<file path="src/h264rtp_pkg.sv">
// types, constants and register codes of the h264 rtp packetizer
package h264rtp_pkg;

    localparam int LENGTH_BITS_DEF = 16;
    localparam int QUEUE_DEPTH     = 4;
    localparam int QPTR_BITS       = $clog2(QUEUE_DEPTH);
    localparam int HDR_BYTES       = 12;
    localparam int STEP_BITS       = 4;

    localparam logic [10:0] MAX_PAYLOAD_RST  = 11'd1400;
    localparam logic [10:0] MIN_PAYLOAD      = 11'd5;
    localparam logic [6:0]  PAYLOAD_TYPE_RST = 7'd96;
    localparam logic [31:0] SYNC_SOURCE_RST  = 32'h1234_5678;
    localparam logic [31:0] TIME_STEP_RST    = 32'(90000 / 30);

    localparam logic [7:0] RTP_VERSION_BYTE = 8'h80;
    localparam logic [4:0] FU_A_TYPE        = 5'd28;

    // configuration register indexes
    localparam int CFG_INDEX_BITS = 3;
    localparam logic [CFG_INDEX_BITS-1:0] CFG_MAX_PAYLOAD  = 3'd0;
    localparam logic [CFG_INDEX_BITS-1:0] CFG_PAYLOAD_TYPE = 3'd1;
    localparam logic [CFG_INDEX_BITS-1:0] CFG_SYNC_SOURCE  = 3'd2;
    localparam logic [CFG_INDEX_BITS-1:0] CFG_TIME_STEP    = 3'd3;

    // byte positions inside one packet command
    localparam logic [STEP_BITS-1:0] STEP_HDR_FIRST = 4'd0;
    localparam logic [STEP_BITS-1:0] STEP_HDR_LAST  = 4'd11;
    localparam logic [STEP_BITS-1:0] STEP_FU_IND    = 4'd12;
    localparam logic [STEP_BITS-1:0] STEP_FU_HDR    = 4'd13;
    localparam logic [STEP_BITS-1:0] STEP_DATA      = 4'd14;

    typedef struct packed {
        logic [7:0]  nal_byte;
        logic        nal_first;
        logic        nal_last;
        logic [15:0] nal_length;
    } t_in_beat;

    typedef struct packed {
        logic [7:0] pkt_byte;
        logic       pkt_end;
        logic       run_end;
    } t_out_beat;

    typedef struct packed {
        logic [10:0] max_payload;
        logic [6:0]  payload_type;
        logic [31:0] sync_source;
        logic [31:0] time_step;
    } t_cfg;

    // one clean byte with the framing that goes in front of it
    typedef struct packed {
        logic        hdr;
        logic        mark;
        logic [15:0] seq;
        logic [31:0] stamp;
        logic        fu;
        logic [7:0]  fu_ind;
        logic [7:0]  fu_hdr;
        logic [7:0]  data;
        logic        pkt_end;
        logic        run_end;
    } t_cmd;

    typedef struct packed {
        logic empty;
        logic full;
    } t_q_status;

endpackage

</file>
<file path="src/h264rtp_front.sv">
// front end: start code stripping, packet and fragment decisions, command build
module h264rtp_front #(
    parameter int LENGTH_BITS = h264rtp_pkg::LENGTH_BITS_DEF
) (
    input  logic                  i_clk,
    input  logic                  i_rst_n,
    input  h264rtp_pkg::t_cfg     i_cfg,
    input  logic                  i_in_valid,
    output logic                  o_in_stall,
    input  h264rtp_pkg::t_in_beat i_in_data,
    input  h264rtp_pkg::t_q_status i_q_status,
    output logic                  o_push,
    output h264rtp_pkg::t_cmd     o_cmd
);

    localparam int LB = LENGTH_BITS;
    localparam logic [LB-1:0] LEN_MAX = '1;
    localparam logic [1:0] PH_IDLE = 2'd0;
    localparam logic [1:0] PH_LEAD = 2'd1;
    localparam logic [1:0] PH_BODY = 2'd2;
    localparam logic [2:0] STRIP_SHORT = 3'd3;
    localparam logic [2:0] STRIP_LONG  = 3'd4;

    logic [1:0]    r_phase, n_phase;
    logic [LB-1:0] r_byte_index, r_ulen, r_clen, r_clean_pos;
    logic [10:0]   r_foff, r_fsize;
    logic          r_frag;
    logic [7:0]    r_uheader;
    logic [15:0]   r_seq;
    logic [31:0]   r_stamp;
    logic [7:0]    r_lead [4];
    logic          r_flush;
    logic [1:0]    r_flush_k, r_flush_end;

    logic          accept, first;
    logic [24:0]   len_wide;
    logic [LB-1:0] len_sat;
    logic [1:0]    cur_phase;
    logic [LB-1:0] cur_ulen, cur_idx, cur_cpos, cur_clen;
    logic [10:0]   cur_foff;
    logic          cur_frag;
    logic [LB:0]   idx_p1;
    logic          final_b, active, abandon, go, in_lead, in_body;
    logic [7:0]    b;
    logic [1:0]    idx2;
    logic          s_ok;
    logic [2:0]    s_val;
    logic          decide, lead_feed, more, feed_en, run_last;
    logic [LB-1:0] new_cl, cl;
    logic [7:0]    fb;

    // feed stage
    logic          ci_first, f_frag, vcl, f_last, last_frag, emit, frag_end;
    logic [10:0]   m, f_size, f_off, off_inc, n_foff;
    logic [7:0]    f_hdr;
    logic [4:0]    ntype;
    logic [LB:0]   ci_p1, pf_sum;
    logic [LB-1:0] p, total;
    h264rtp_pkg::t_cmd cmd;

    assign accept     = i_in_valid && !o_in_stall;
    assign o_in_stall = i_q_status.full || r_flush;
    assign first      = accept && i_in_data.nal_first;
    assign b          = i_in_data.nal_byte;

    assign len_wide = 25'(i_in_data.nal_length);
    assign len_sat  = (len_wide > 25'(LEN_MAX)) ? LEN_MAX : len_wide[LB-1:0];

    // a new unit clears the per-unit state in the same beat
    assign cur_phase = first ? ((len_sat == '0) ? PH_IDLE : PH_LEAD) : r_phase;
    assign cur_ulen  = first ? len_sat : r_ulen;
    assign cur_idx   = first ? '0 : r_byte_index;
    assign cur_cpos  = first ? '0 : r_clean_pos;
    assign cur_clen  = first ? '0 : r_clen;
    assign cur_foff  = first ? '0 : r_foff;
    assign cur_frag  = first ? 1'b0 : r_frag;

    assign idx_p1  = {1'b0, cur_idx} + (LB+1)'(1);
    assign final_b = idx_p1 >= {1'b0, cur_ulen};
    assign active  = accept && (cur_phase != PH_IDLE);
    assign abandon = active && i_in_data.nal_last && !final_b;
    assign go      = active && !abandon;
    assign in_lead = go && (cur_phase == PH_LEAD);
    assign in_body = go && (cur_phase == PH_BODY);
    assign idx2    = cur_idx[1:0];

    // start code decision on the leading bytes
    always_comb begin
        s_ok  = 1'b0;
        s_val = '0;
        if (cur_idx == LB'(0) || cur_idx == LB'(1)) begin
            if (b != 8'd0) s_ok = 1'b1;
        end else if (cur_idx == LB'(2)) begin
            if (b == 8'd1) begin
                s_ok  = 1'b1;
                s_val = (cur_ulen > LB'(3)) ? STRIP_SHORT : 3'd0;
            end else if (b != 8'd0) begin
                s_ok = 1'b1;
            end
        end else begin
            s_ok  = 1'b1;
            s_val = (b == 8'd1 && cur_ulen > LB'(4)) ? STRIP_LONG : 3'd0;
        end
        if (!s_ok && final_b) s_ok = 1'b1;
    end

    assign decide    = in_lead && s_ok;
    assign new_cl    = cur_ulen - LB'(s_val);
    assign lead_feed = decide && (s_val <= {1'b0, idx2});
    assign more      = lead_feed && (s_val[1:0] != idx2);

    assign feed_en  = r_flush ? !i_q_status.full : (in_body || lead_feed);
    assign cl       = decide ? new_cl : r_clen;
    assign run_last = r_flush ? (r_flush_k == r_flush_end) : !more;

    always_comb begin
        if (r_flush)      fb = r_lead[r_flush_k];
        else if (more)    fb = r_lead[s_val[1:0]];
        else              fb = b;
    end

    // one clean byte: packet framing and fragment bookkeeping
    assign ci_first = (cur_cpos == '0);
    assign m        = (i_cfg.max_payload < h264rtp_pkg::MIN_PAYLOAD) ?
                      h264rtp_pkg::MIN_PAYLOAD : i_cfg.max_payload;
    assign f_hdr    = ci_first ? fb : r_uheader;
    assign f_frag   = ci_first ? (cl > LB'(m)) : cur_frag;
    assign f_size   = ci_first ? (m - 11'd2) : r_fsize;
    assign f_off    = ci_first ? 11'd0 : cur_foff;
    assign ntype    = f_hdr[4:0];
    assign vcl      = (ntype >= 5'd1) && (ntype <= 5'd5);
    assign ci_p1    = {1'b0, cur_cpos} + (LB+1)'(1);
    assign f_last   = ci_p1 >= {1'b0, cl};
    assign p        = cur_cpos - LB'(1);
    assign total    = cl - LB'(1);
    assign pf_sum   = {1'b0, p} + (LB+1)'(f_size);
    assign last_frag = pf_sum >= {1'b0, total};
    assign off_inc  = f_off + 11'd1;
    assign frag_end = f_last || (off_inc >= f_size);

    always_comb begin
        cmd         = '0;
        cmd.seq     = r_seq;
        cmd.stamp   = r_stamp;
        cmd.data    = fb;
        cmd.run_end = run_last;
        emit        = 1'b0;
        n_foff      = f_off;
        if (!f_frag) begin
            emit        = 1'b1;
            cmd.hdr     = ci_first;
            cmd.mark    = vcl;
            cmd.pkt_end = f_last;
        end else if (!ci_first) begin
            emit = 1'b1;
            if (f_off == 11'd0) begin
                cmd.hdr    = 1'b1;
                cmd.mark   = last_frag && vcl;
                cmd.fu     = 1'b1;
                cmd.fu_ind = {f_hdr[7:5], h264rtp_pkg::FU_A_TYPE};
                cmd.fu_hdr = {(p == '0), (p != '0) && last_frag, 1'b0, ntype};
            end
            cmd.pkt_end = frag_end;
            n_foff      = frag_end ? 11'd0 : off_inc;
        end
    end

    assign o_push = feed_en && emit;
    assign o_cmd  = cmd;

    always_comb begin
        n_phase = cur_phase;
        if (abandon) n_phase = PH_IDLE;
        else if (decide) n_phase = PH_BODY;
        if (feed_en && f_last) n_phase = PH_IDLE;
    end

    always_ff @(posedge i_clk) begin
        if (!i_rst_n) begin
            r_phase      <= PH_IDLE;
            r_byte_index <= '0;
            r_ulen       <= '0;
            r_clen       <= '0;
            r_clean_pos  <= '0;
            r_foff       <= '0;
            r_fsize      <= '0;
            r_frag       <= 1'b0;
            r_uheader    <= '0;
            r_seq        <= '0;
            r_stamp      <= '0;
            r_flush      <= 1'b0;
            r_flush_k    <= '0;
            r_flush_end  <= '0;
        end else begin
            r_phase      <= n_phase;
            r_ulen       <= cur_ulen;
            r_byte_index <= go ? idx_p1[LB-1:0] : cur_idx;
            r_clen       <= decide ? new_cl : cur_clen;
            if (feed_en) begin
                r_clean_pos <= ci_p1[LB-1:0];
                r_uheader   <= f_hdr;
                r_frag      <= f_frag;
                r_fsize     <= f_size;
                r_foff      <= n_foff;
                if (emit && cmd.hdr) r_seq <= r_seq + 16'd1;
                if (f_last && vcl)   r_stamp <= r_stamp + i_cfg.time_step;
            end else begin
                r_clean_pos <= cur_cpos;
                r_foff      <= cur_foff;
                r_frag      <= cur_frag;
            end
            // held lead bytes go out one per cycle while the queue is not full, after the decision
            if (more) begin
                r_flush     <= 1'b1;
                r_flush_k   <= s_val[1:0] + 2'd1;
                r_flush_end <= idx2;
            end else if (r_flush && feed_en) begin
                if (r_flush_k == r_flush_end) r_flush <= 1'b0;
                else r_flush_k <= r_flush_k + 2'd1;
            end
        end
    end

    always_ff @(posedge i_clk) begin
        if (in_lead) r_lead[idx2] <= b;
    end

endmodule

</file>
<file path="src/h264rtp_fifo.sv">
// short command queue between front and back
module h264rtp_fifo (
    input  logic                   i_clk,
    input  logic                   i_rst_n,
    input  logic                   i_push,
    input  h264rtp_pkg::t_cmd      i_cmd,
    input  logic                   i_pop,
    output h264rtp_pkg::t_q_status o_status,
    output h264rtp_pkg::t_cmd      o_head
);

    localparam int D  = h264rtp_pkg::QUEUE_DEPTH;
    localparam int PB = h264rtp_pkg::QPTR_BITS;

    h264rtp_pkg::t_cmd r_mem [D];
    logic [PB-1:0] r_wr, r_rd;
    logic [PB:0]   r_count;

    assign o_status.empty = (r_count == '0);
    assign o_status.full  = (r_count == (PB+1)'(D));
    assign o_head         = r_mem[r_rd];

    always_ff @(posedge i_clk) begin
        if (!i_rst_n) begin
            r_wr    <= '0;
            r_rd    <= '0;
            r_count <= '0;
        end else begin
            if (i_push) r_wr <= (r_wr == PB'(D - 1)) ? '0 : r_wr + PB'(1);
            if (i_pop)  r_rd <= (r_rd == PB'(D - 1)) ? '0 : r_rd + PB'(1);
            if (i_push && !i_pop)      r_count <= r_count + (PB+1)'(1);
            else if (i_pop && !i_push) r_count <= r_count - (PB+1)'(1);
        end
    end

    always_ff @(posedge i_clk) begin
        if (i_push) r_mem[r_wr] <= i_cmd;
    end

endmodule

</file>
<file path="src/h264rtp_back.sv">
// back end: expands commands into rtp header, fu bytes and payload bytes
module h264rtp_back (
    input  logic                    i_clk,
    input  logic                    i_rst_n,
    input  h264rtp_pkg::t_cfg       i_cfg,
    input  h264rtp_pkg::t_q_status  i_q_status,
    input  h264rtp_pkg::t_cmd       i_head,
    output logic                    o_pop,
    output logic                    o_out_valid,
    input  logic                    i_out_stall,
    output h264rtp_pkg::t_out_beat  o_out_data
);

    localparam int SB = h264rtp_pkg::STEP_BITS;

    logic          r_busy;
    logic [SB-1:0] r_step;
    logic          r_out_valid;
    h264rtp_pkg::t_out_beat r_out;

    logic          load;
    logic [SB-1:0] start, eff, next;
    logic [7:0]    hdr_bytes [h264rtp_pkg::HDR_BYTES];
    h264rtp_pkg::t_out_beat beat;

    assign load  = !i_q_status.empty && (!r_out_valid || !i_out_stall);
    assign start = i_head.hdr ? h264rtp_pkg::STEP_HDR_FIRST :
                   (i_head.fu ? h264rtp_pkg::STEP_FU_IND : h264rtp_pkg::STEP_DATA);
    assign eff   = r_busy ? r_step : start;
    assign o_pop = load && (eff == h264rtp_pkg::STEP_DATA);

    always_comb begin
        hdr_bytes[0]  = h264rtp_pkg::RTP_VERSION_BYTE;
        hdr_bytes[1]  = {i_head.mark, i_cfg.payload_type};
        hdr_bytes[2]  = i_head.seq[15:8];
        hdr_bytes[3]  = i_head.seq[7:0];
        hdr_bytes[4]  = i_head.stamp[31:24];
        hdr_bytes[5]  = i_head.stamp[23:16];
        hdr_bytes[6]  = i_head.stamp[15:8];
        hdr_bytes[7]  = i_head.stamp[7:0];
        hdr_bytes[8]  = i_cfg.sync_source[31:24];
        hdr_bytes[9]  = i_cfg.sync_source[23:16];
        hdr_bytes[10] = i_cfg.sync_source[15:8];
        hdr_bytes[11] = i_cfg.sync_source[7:0];
    end

    always_comb begin
        beat = '0;
        priority if (eff <= h264rtp_pkg::STEP_HDR_LAST) begin
            beat.pkt_byte = hdr_bytes[eff];
        end else if (eff == h264rtp_pkg::STEP_FU_IND) begin
            beat.pkt_byte = i_head.fu_ind;
        end else if (eff == h264rtp_pkg::STEP_FU_HDR) begin
            beat.pkt_byte = i_head.fu_hdr;
        end else begin
            beat.pkt_byte = i_head.data;
            beat.pkt_end  = i_head.pkt_end;
            beat.run_end  = i_head.run_end;
        end
    end

    // after the last header byte jump to the fu bytes or the payload byte
    assign next = (eff == h264rtp_pkg::STEP_HDR_LAST) ?
                  (i_head.fu ? h264rtp_pkg::STEP_FU_IND : h264rtp_pkg::STEP_DATA) :
                  eff + SB'(1);

    always_ff @(posedge i_clk) begin
        if (!i_rst_n) begin
            r_busy      <= 1'b0;
            r_step      <= '0;
            r_out_valid <= 1'b0;
        end else begin
            if (load) begin
                r_out_valid <= 1'b1;
                if (eff == h264rtp_pkg::STEP_DATA) begin
                    r_busy <= 1'b0;
                end else begin
                    r_busy <= 1'b1;
                    r_step <= next;
                end
            end else if (!i_out_stall) begin
                r_out_valid <= 1'b0;
            end
        end
    end

    always_ff @(posedge i_clk) begin
        if (load) r_out <= beat;
    end

    assign o_out_valid = r_out_valid;
    assign o_out_data  = r_out;

endmodule

</file>
<file path="src/h264_rtp_packetizer_unit.sv">
// a payload byte is registered in the command queue and then in the output register
// each packet adds 12 rtp header bytes, each fu-a fragment 2 more, one per cycle while the output is not stalled
// body throughput is one byte per cycle while the output is not stalled, set by the single output byte port
// a flushed start code window holds the input while the held lead bytes go out
// synchronous active-low reset clears the control state and loads the default registers
module h264_rtp_packetizer_unit #(
    parameter int LENGTH_BITS = h264rtp_pkg::LENGTH_BITS_DEF
) (
    input  logic                   i_clk,
    input  logic                   i_rst_n,
    input  logic                   i_in_valid,
    output logic                   o_in_stall,
    input  h264rtp_pkg::t_in_beat  i_in_data,
    output logic                   o_out_valid,
    input  logic                   i_out_stall,
    output h264rtp_pkg::t_out_beat o_out_data,
    input  logic                   i_cfg_valid,
    output logic                   o_cfg_ready,
    input  logic [h264rtp_pkg::CFG_INDEX_BITS-1:0] i_cfg_index,
    input  logic [31:0]            i_cfg_data
);

    h264rtp_pkg::t_cfg      r_cfg;
    h264rtp_pkg::t_q_status q_status;
    h264rtp_pkg::t_cmd      push_cmd, head_cmd;
    logic                   push, pop;

    assign o_cfg_ready = 1'b1;

    always_ff @(posedge i_clk) begin
        if (!i_rst_n) begin
            r_cfg.max_payload  <= h264rtp_pkg::MAX_PAYLOAD_RST;
            r_cfg.payload_type <= h264rtp_pkg::PAYLOAD_TYPE_RST;
            r_cfg.sync_source  <= h264rtp_pkg::SYNC_SOURCE_RST;
            r_cfg.time_step    <= h264rtp_pkg::TIME_STEP_RST;
        end else if (i_cfg_valid && o_cfg_ready) begin
            unique case (i_cfg_index)
                h264rtp_pkg::CFG_MAX_PAYLOAD:  r_cfg.max_payload  <= i_cfg_data[10:0];
                h264rtp_pkg::CFG_PAYLOAD_TYPE: r_cfg.payload_type <= i_cfg_data[6:0];
                h264rtp_pkg::CFG_SYNC_SOURCE:  r_cfg.sync_source  <= i_cfg_data;
                h264rtp_pkg::CFG_TIME_STEP:    r_cfg.time_step    <= i_cfg_data;
                default: ;
            endcase
        end
    end

    h264rtp_front #(
        .LENGTH_BITS(LENGTH_BITS)
    ) u_front (
        .i_clk      (i_clk),
        .i_rst_n    (i_rst_n),
        .i_cfg      (r_cfg),
        .i_in_valid (i_in_valid),
        .o_in_stall (o_in_stall),
        .i_in_data  (i_in_data),
        .i_q_status (q_status),
        .o_push     (push),
        .o_cmd      (push_cmd)
    );

    h264rtp_fifo u_fifo (
        .i_clk    (i_clk),
        .i_rst_n  (i_rst_n),
        .i_push   (push),
        .i_cmd    (push_cmd),
        .i_pop    (pop),
        .o_status (q_status),
        .o_head   (head_cmd)
    );

    h264rtp_back u_back (
        .i_clk       (i_clk),
        .i_rst_n     (i_rst_n),
        .i_cfg       (r_cfg),
        .i_q_status  (q_status),
        .i_head      (head_cmd),
        .o_pop       (pop),
        .o_out_valid (o_out_valid),
        .i_out_stall (i_out_stall),
        .o_out_data  (o_out_data)
    );

endmodule

</file>
<file path="config.mk">
export PLATFORM = sky130hd
export DESIGN_NAME = h264_rtp_packetizer_unit
export DESIGN_NICKNAME = d
export VERILOG_FILES = /design/src/h264rtp_pkg.sv /design/src/h264rtp_front.sv /design/src/h264rtp_fifo.sv /design/src/h264rtp_back.sv /design/src/h264_rtp_packetizer_unit.sv
export SDC_FILE = /design/constraint.sdc
export NUM_CORES = 1
export LEC_CHECK = 0
export BUFFER_PORTS_ARGS = -buffer_cell sky130_fd_sc_hd__buf_2
export CAP_MARGIN = 10
export CORE_MARGIN = 2
export CORE_UTILIZATION = 45
export DETAILED_ROUTE_END_ITERATION = 8
export PLACE_DENSITY = 0.72
export SETUP_SLACK_MARGIN = 0.15
export SLEW_MARGIN = 20
export SYNTH_ARGS = -nofsm -noshare
export SYNTH_HDL_FRONTEND = slang
export SYNTH_SLANG_ARGS = --single-unit
</file>
<file path="constraint.sdc">
create_clock -name i_clk -period 21.5 [get_ports i_clk]
set_input_delay 1.075 -clock i_clk [delete_from_list [all_inputs] [get_ports i_clk]]
set_output_delay 1.075 -clock i_clk [all_outputs]
set_load 0.02 [all_outputs]
</file>
== Word level (Yosys, flattened, before mapping) ==
Memories as Yosys holds them, arrays and structs flattened. A register that Yosys moved wholly into a read port is not among the register bits.
Cells that the tools add are included.
Word-level totals
  bits in registers: 255
  RAM bits: 340
  input bits: 66
  output and inout bits: 13
  word-level logic and storage cells: 229
  memories kept: 2
Memories
  u_fifo.r_mem: words 4, width 77, rd ports 1, clocked after Yosys merged registers in 1, wr ports 1, RTL line h264rtp_fifo.sv:15  | h264rtp_pkg::t_cmd r_mem [D];
  u_front.r_lead: words 4, width 8, rd ports 2, clocked after Yosys merged registers in 1, wr ports 1, RTL line h264rtp_front.sv:31  | logic [7:0] r_lead [4];
Operators by class
  add/sub/neg operators: 17
  $lt $le $gt $ge: 14
  equality and inequality tests: 19
  multiplexer cells: 79
  bitwise operators: 3
  reductions and logical operators: 67
Operators by type and width (count)
  16-bit two-way mux: 9
  11-bit two-way mux: 8
  16-bit logical NOT: 4
  8-bit two-way mux: 8
  17-bit by 16-bit greater-or-equal comparator with 1-bit output: 3
  17-bit two-way mux: 3
  16-bit by 1-bit adder with 17-bit output (second input constant): 2
  32-bit adder: 1
  8-bit binary-select mux with 4-bit select: 1
  2-bit two-way mux: 16
  16-bit by 1-bit subtractor with 16-bit output (second input constant): 2
  1-bit logical AND: 25
  1-bit two-way mux: 25
  3-bit two-way mux: 6
  2-bit AND reduction: 9
  16-bit by 11-bit adder with 17-bit output: 1
  16-bit by 1-bit adder with 16-bit output (second input constant): 1
  16-bit by 1-bit == test with 1-bit output (second input constant): 1
  16-bit by 2-bit == test with 1-bit output (second input constant): 1
  4-bit == test (second input constant): 4
  16-bit by 11-bit > comparator with 1-bit output: 1
  16-bit > comparator (second input constant): 1
  16-bit by 2-bit > comparator with 1-bit output (second input constant): 1
  16-bit by 3-bit > comparator with 1-bit output (second input constant): 1
  35 further kinds: 65

== Depth between registers and ports, before layout ==
  word-level depth: 27
  gate-level depth with buffers: 46
  depth with buffers taken out: 37

== Cells and area by module ==
Synthesis repeated with hierarchy kept, for this count alone.
Second synthesis, totals
  cell total of the unflattened synthesis: 2684
  area total of the unflattened synthesis: 30568.1 sq um
Modules (own cells, without submodules)
  h264rtp_front: times used 1, cells an instance 1715, area an instance 13999.7 sq um, sequential area each 4003.8 sq um
  h264rtp_fifo: times used 1, cells an instance 447, area an instance 11602.4 sq um, sequential area each 9429.0 sq um
  h264_rtp_packetizer_unit: times used 1, cells an instance 324, area an instance 3241.9 sq um, sequential area each 1641.6 sq um
  h264rtp_back: times used 1, cells an instance 198, area an instance 1724.2 sq um, sequential area each 420.4 sq um

== Worst setup path before layout ==
Ideal clock, no wire load.
  path type: input to register
  from: in i_in_data[17] (netlist bit)
  to: mem u_fifo.r_mem[0][0] (netlist bit) (enable)
  library setup time: 0.437 ns
  arrival time: 9.818 ns
  required time: 21.063 ns
  setup slack: 11.245 ns
  cell stages on the path: 38
  buffers on the path: 9
  path through: and3b_1 > buf_4 > nand2_2 > buf_2 > clkbuf_1 > buf_1 > clkbuf_1 > clkbuf_1 > nand2_1 > inv_1 > ha_1 > clkbuf_1 > inv_1 > nor3_2 > and4_1 > xnor2_1 > nor2_1 > ha_1 > [... 2 more ...] > a221oi_4 > o211ai_1 > nand2_1 > clkbuf_1 > clkbuf_1 > nand2_1 > nand2_1 > ha_1 > nor2b_1 > o21a_1 > o21ai_0 > a21oi_1 > o31ai_1 > a21oi_1 > a21oi_1 > nor2_1 > nor2_1 > and2_1
Between the ends
  longest elaborated chain between the ends: 17
  elaborated cells on any way between the ends: 51
  those cells by class: add/sub: 2; order compare: 5; eq/ne: 4; mux: 20; reduce/logical: 20
Ends and longest elaborated chain
  start: declaration: RTL line h264_rtp_packetizer_unit.sv:13  | input h264rtp_pkg::t_in_beat i_in_data,
  1-bit logical AND *: RTL line h264rtp_front.sv:63  | assign first = accept && i_in_data.nal_first;
  16-bit two-way mux *: RTL line h264rtp_front.sv:72  | assign cur_idx = first ? '0 : r_byte_index;
  net u_front.cur_idx[1]: RTL line h264rtp_front.sv:39  | logic [LB-1:0] cur_ulen, cur_idx, cur_cpos, cur_clen;
  16-bit by 1-bit adder with 17-bit output: RTL line h264rtp_front.sv:78  | assign idx_p1 = {1'b0, cur_idx} + (LB+1)'(1);
  17-bit by 16-bit greater-or-equal comparator with 1-bit output: RTL line h264rtp_front.sv:79  | assign final_b = idx_p1 >= {1'b0, cur_ulen};
  1-bit logical NOT: RTL line h264rtp_front.sv:81  | assign abandon = active && i_in_data.nal_last && !final_b;
  1-bit logical AND: RTL line h264rtp_front.sv:81
  1-bit logical NOT: RTL line h264rtp_front.sv:82  | assign go = active && !abandon;
  [... 3 more ...]
  16-bit two-way mux: RTL line h264rtp_front.sv:113  | assign cl = decide ? new_cl : r_clen;
  16-bit by 11-bit > comparator with 1-bit output: RTL line h264rtp_front.sv:127  | assign f_frag = ci_first ? (cl > LB'(m)) : cur_frag;
  1-bit two-way mux: RTL line h264rtp_front.sv:127
  1-bit two-way mux: RTL line h264rtp_front.sv:149  | if (!f_frag) begin
  1-bit logical AND *: RTL line h264rtp_front.sv:168  | assign o_push = feed_en && emit;
  net push: RTL line h264_rtp_packetizer_unit.sv:26  | logic push, pop;
  1-bit two-way mux *: RTL line h264rtp_fifo.sv:37  | if (i_push) r_mem[r_wr] <= i_cmd;
  1-bit two-way mux (not written as such) *: RTL line h264rtp_fifo.sv:37
  end: declaration: RTL line h264rtp_fifo.sv:15
The timed path passes the listed nets; every way through them passes the cells marked *.

== Worst setup path in the final report ==
  from: reg u_fifo.r_count[0]
  to: reg u_front.r_foff[0]
Between the ends
  longest elaborated chain between the ends: 21
  elaborated cells on any way between the ends: 63
  those cells by class: add/sub: 4; order compare: 7; eq/ne: 5; mux: 23; reduce/logical: 24
Ends and longest elaborated chain
  start: declaration: RTL line h264rtp_fifo.sv:17  | logic [PB:0] r_count;
  start signal: assignment: RTL line h264rtp_fifo.sv:31  | if (i_push && !i_pop) r_count <= r_count + (PB+1)'(1);
  start signal: assignment: RTL line h264rtp_fifo.sv:32  | else if (i_pop && !i_push) r_count <= r_count - (PB+1)'(1);
  3-bit == test *: RTL line h264rtp_fifo.sv:20  | assign o_status.full = (r_count == (PB+1)'(D));
  1-bit logical OR *: RTL line h264rtp_front.sv:62  | assign o_in_stall = i_q_status.full || r_flush;
  1-bit logical NOT *: RTL line h264rtp_front.sv:61  | assign accept = i_in_valid && !o_in_stall;
  1-bit logical AND *: RTL line h264rtp_front.sv:61
  1-bit logical AND *: RTL line h264rtp_front.sv:63
  16-bit two-way mux *: RTL line h264rtp_front.sv:72
  net u_front.cur_idx[0]: RTL line h264rtp_front.sv:39
  16-bit by 1-bit adder with 17-bit output: RTL line h264rtp_front.sv:78
  [... 6 more ...]
  1-bit logical AND: RTL line h264rtp_front.sv:107  | assign decide = in_lead && s_ok;
  16-bit two-way mux: RTL line h264rtp_front.sv:113
  17-bit by 16-bit greater-or-equal comparator with 1-bit output: RTL line h264rtp_front.sv:133  | assign f_last = ci_p1 >= {1'b0, cl};
  1-bit logical OR: RTL line h264rtp_front.sv:139  | assign frag_end = f_last || (off_inc >= f_size);
  11-bit two-way mux: RTL line h264rtp_front.sv:164  | n_foff = frag_end ? 11'd0 : off_inc;
  11-bit two-way mux: RTL line h264rtp_front.sv:154  | end else if (!ci_first) begin
  11-bit two-way mux: RTL line h264rtp_front.sv:149
  11-bit two-way mux *: RTL line h264rtp_front.sv:199  | if (feed_en) begin
  end signal: assignment: RTL line h264rtp_front.sv:204  | r_foff <= n_foff;
  end signal: assignment: RTL line h264rtp_front.sv:209  | r_foff <= cur_foff;
  end: declaration: RTL line h264rtp_front.sv:26  | logic [10:0] r_foff, r_fsize;
Marked as above.
A chain may end at the register's enable or synchronous reset.

==> results.tsv <==
stage	metric	value	unit
run_status	outcome	finished, final reports clean	
yosys	yosys_warnings	0	
sta	setup_viol_count_final	0	
pwr	powerDensity	79.5	nW/um^2
sta	timing.final.crit_share	0.420	
finish	layout.cells.non_filler	3674	
global_route	grt_usage	0.228	
floorplanning	core.rowCount	93	
yosys	synthesis.area	29400	sq um
floorplanning	die_h	260	microns
pwr	leakage	12.0	nW
yosys	ys_types	90	
sta	hold_violations	0	
routing	wl_per_cell	21.1	microns
finish	final_cell_area	32500	sq um
yosys	synth.area.top_cells	edfxtp_1 33%, dfxtp_1 17%, mux4_2 7.0%, ha_1 5.9%, nand2_1 4.5%	
global_route	overflow	0	
yosys	synth-main-ff-cell	edfxtp_1	
clocking	clk_pin_slew	60	ps
pwr	p_switching	0.666	mW
floorplanning	io_pins	79	
floorplanning	coreArea	64500	sq um
sta	whs	453	ps
critical_path	critPathSlowestCell	nor4b_1	
worst_hold_path	min_path_type	register to register	
critical_path	arrival	9570	ps
clocking	htreeDepth	2	
pwr	internal_power	1.92	mW
critical_path	start_kind	register	
critical_path	cp-end-kind	register	
place	post_dp_cell_area	30600	sq um
yosys	seq_area_frac_synth	0.503	
yosys	synth_top_cell_area_share	0.333	
routing	via_per_inst	5.87	
pwr	combPwrFrac	0.129	
place	hpwl	53.9	mm
job	drv_cap	0	
routing	first_pass_iters	5	
finish	nets	2981	
critical_path	critPathMaxFanout	26	
routing	vias	21570	
clocking	clk_latency	640	ps
yosys	synth-edff-count	326	
place	dpl.cell_count	3568	
critical_path	critPathRequiredTime	22040	ps
pwr	seq_power_share	0.466	
finish	layout_common_cells	350 x nand2_1, 326 x edfxtp_1, 247 x dfxtp_1	
sta	slew_headroom	0.221	
finish	n_antenna_cell	0	
clocking	clkSinkCount	575	
sta	tightest_slew	1150	ps
global_route	grt_pass1_wl	120	mm
clocking	ctsResizeCount	0	
floorplanning	fp.dieW	260	microns
clocking	cts-root-buf	clkbuf_16	
pwr	total_power	2.59	mW
global_route	grt_pass1_vias	21359	
routing	first_iter_violations	1849	
global_route	grt_max_degree	128	
place	io_buffers	77	
finish	final_common_cell	nand2_1	
clocking	ctsHoldBuffers	0	
yosys	avgSynthCellArea	10.7	sq um
routing	drc_errors	0	
sta	fin_tns_setup	0	ps
critical_path	critPathMaxStageDelay	960	ps
clocking	cts_tree	done	
floorplanning	die_area	67300	sq um
clocking	cts_made_buffers	58	
pwr	sw_frac_of_total	0.257	
sta	slew_violations	0	
pwr	clkPwrFrac	0.405	
sta	rsz0062_at_grt	no	
sta	max_freq	0.111	GHz
sta	fin_skew	37.4	ps
floorplanning	initial_utilization	0.456	
sta	period_needed	9030	ps
clocking	clockBufferDepth	3	
clocking	cts_setup_buffers	0	
yosys	synth_top_area_cell	edfxtp_1	
critical_path	critPathKind	register to register	
global_route	antenna_found_initial	2	
finish	syn_to_final_growth	10.7	%
yosys	ys_ff_latch	575	
critical_path	crit_top_cell	nand2_1	
finish	drive_above_1_share	0.122	
routing	final_antenna_net_count	0	
place	gpl.final_weighted_congestion	0.922	
yosys	synthArstFlopShare	0	
pwr	ir_drop	0.0708	mV
yosys	synth_nets	2955	
yosys	syn_inst	2747	
routing	wl	77.3	mm
## registers in the layout (all words and copies together), names as in the netlist, 16 cells and up, named ones only
| signal | flops |
|---|---|
| u_front.r_stamp | 32 |
| u_front.r_lead | 32 |
| u_front.r_ulen | 16 |
| u_front.r_byte_index | 16 |
| u_fifo.r_mem | 284 |
| r_cfg | 82 |
| u_front.r_clean_pos | 16 |
| u_front.r_seq | 16 |
| u_front.r_clen | 16 |
## power by group through the flow
stage	clock network, mW	logic [mW]	registers [mW]
floorplan	0	0.225	1.23
global placement	0	0.323	1.23
detailed placement	0	0.330	1.23
CTS	1.06	0.333	1.21
global route	1.10	0.365	1.21
finish	1.05	0.334	1.21
## per-stage QoR
step | setup slack (ps) | utilization
after floorplan | 11250 | -
after global placement | 12260 | 0.474
after detailed placement | 12000 | 0.474
after CTS | 12590 | 0.505
after global routing | 11860 | 0.505
final | 12470 | 0.505
## per-layer routing
metal | up-vias | part of all wire | track usage
li1 | 10085 | - | -
met1 | 10585 | 0.42 | 0.292
met2 | 763 | 0.48 | 0.385
met3 | 137 | 0.059 | 0.0324
met4 | 0 | 0.041 | 0.0967
met5 | - | 0 | 0
## Yosys cell counts (85+ instances only)
cell / count
nor2_1: 238
xnor2_1: 98
dfxtp_1: 249
clkbuf_1: 112
ha_1: 138
o21ai_0: 98
mux4_2: 91
a21oi_1: 205
nand3_1: 89
inv_1: 85
nand2_1: 350
edfxtp_1: 326
## critical path: cells and delay by family, from the launching register on
| kind | cells | cell delay [ps] |
|---|---|---|
| AO/OA/AOI/OAI | 10 | 2520 |
| XOR/XNOR | 1 | 150 |
| adder cells (fa/ha/maj) | 2 | 650 |
| buffers and inverters | 2 | 300 |
| flip-flops | 1 | 380 |
| AND/OR/NAND/NOR | 14 | 4950 |
## kinds of logic after synthesis
group,after synthesis,synth area share
XOR/XNOR,158,0.0471
AO/OA/AOI/OAI,506,0.108
multiplexers,160,0.0938
AND/OR/NAND/NOR,978,0.156
other,1,0.000128
buffers and inverters,227,0.0304
adder cells (fa/ha/maj),142,0.0615
flip-flops,575,0.503
## path summary, 6_finish.rpt
| path | startpoint | end | slack, ps | depth (start not counted) |
|---|---|---|---|---|
| min reg2reg | u_front.r_fsize[2] | u_front.r_fsize[2] | 450 | 2 |
| max reg2reg | u_fifo.r_count[0] | u_front.r_foff[0] | 12470 | 29 |
| min | u_front.r_fsize[2] | u_front.r_fsize[2] | 450 | 2 |
| max | u_fifo.r_count[0] | u_front.r_foff[0] | 12470 | 29 |
## area by class of cell
class,count,area (sq um)
fill,5682,31900
sequential,575,14800
multi-input combinational,1945,13800
clock buffer,76,1570
tap,855,1070
timing repair buffer,107,611
clock inverter,30,400
inverter,86,328
(Power assumes the default switching activity.)
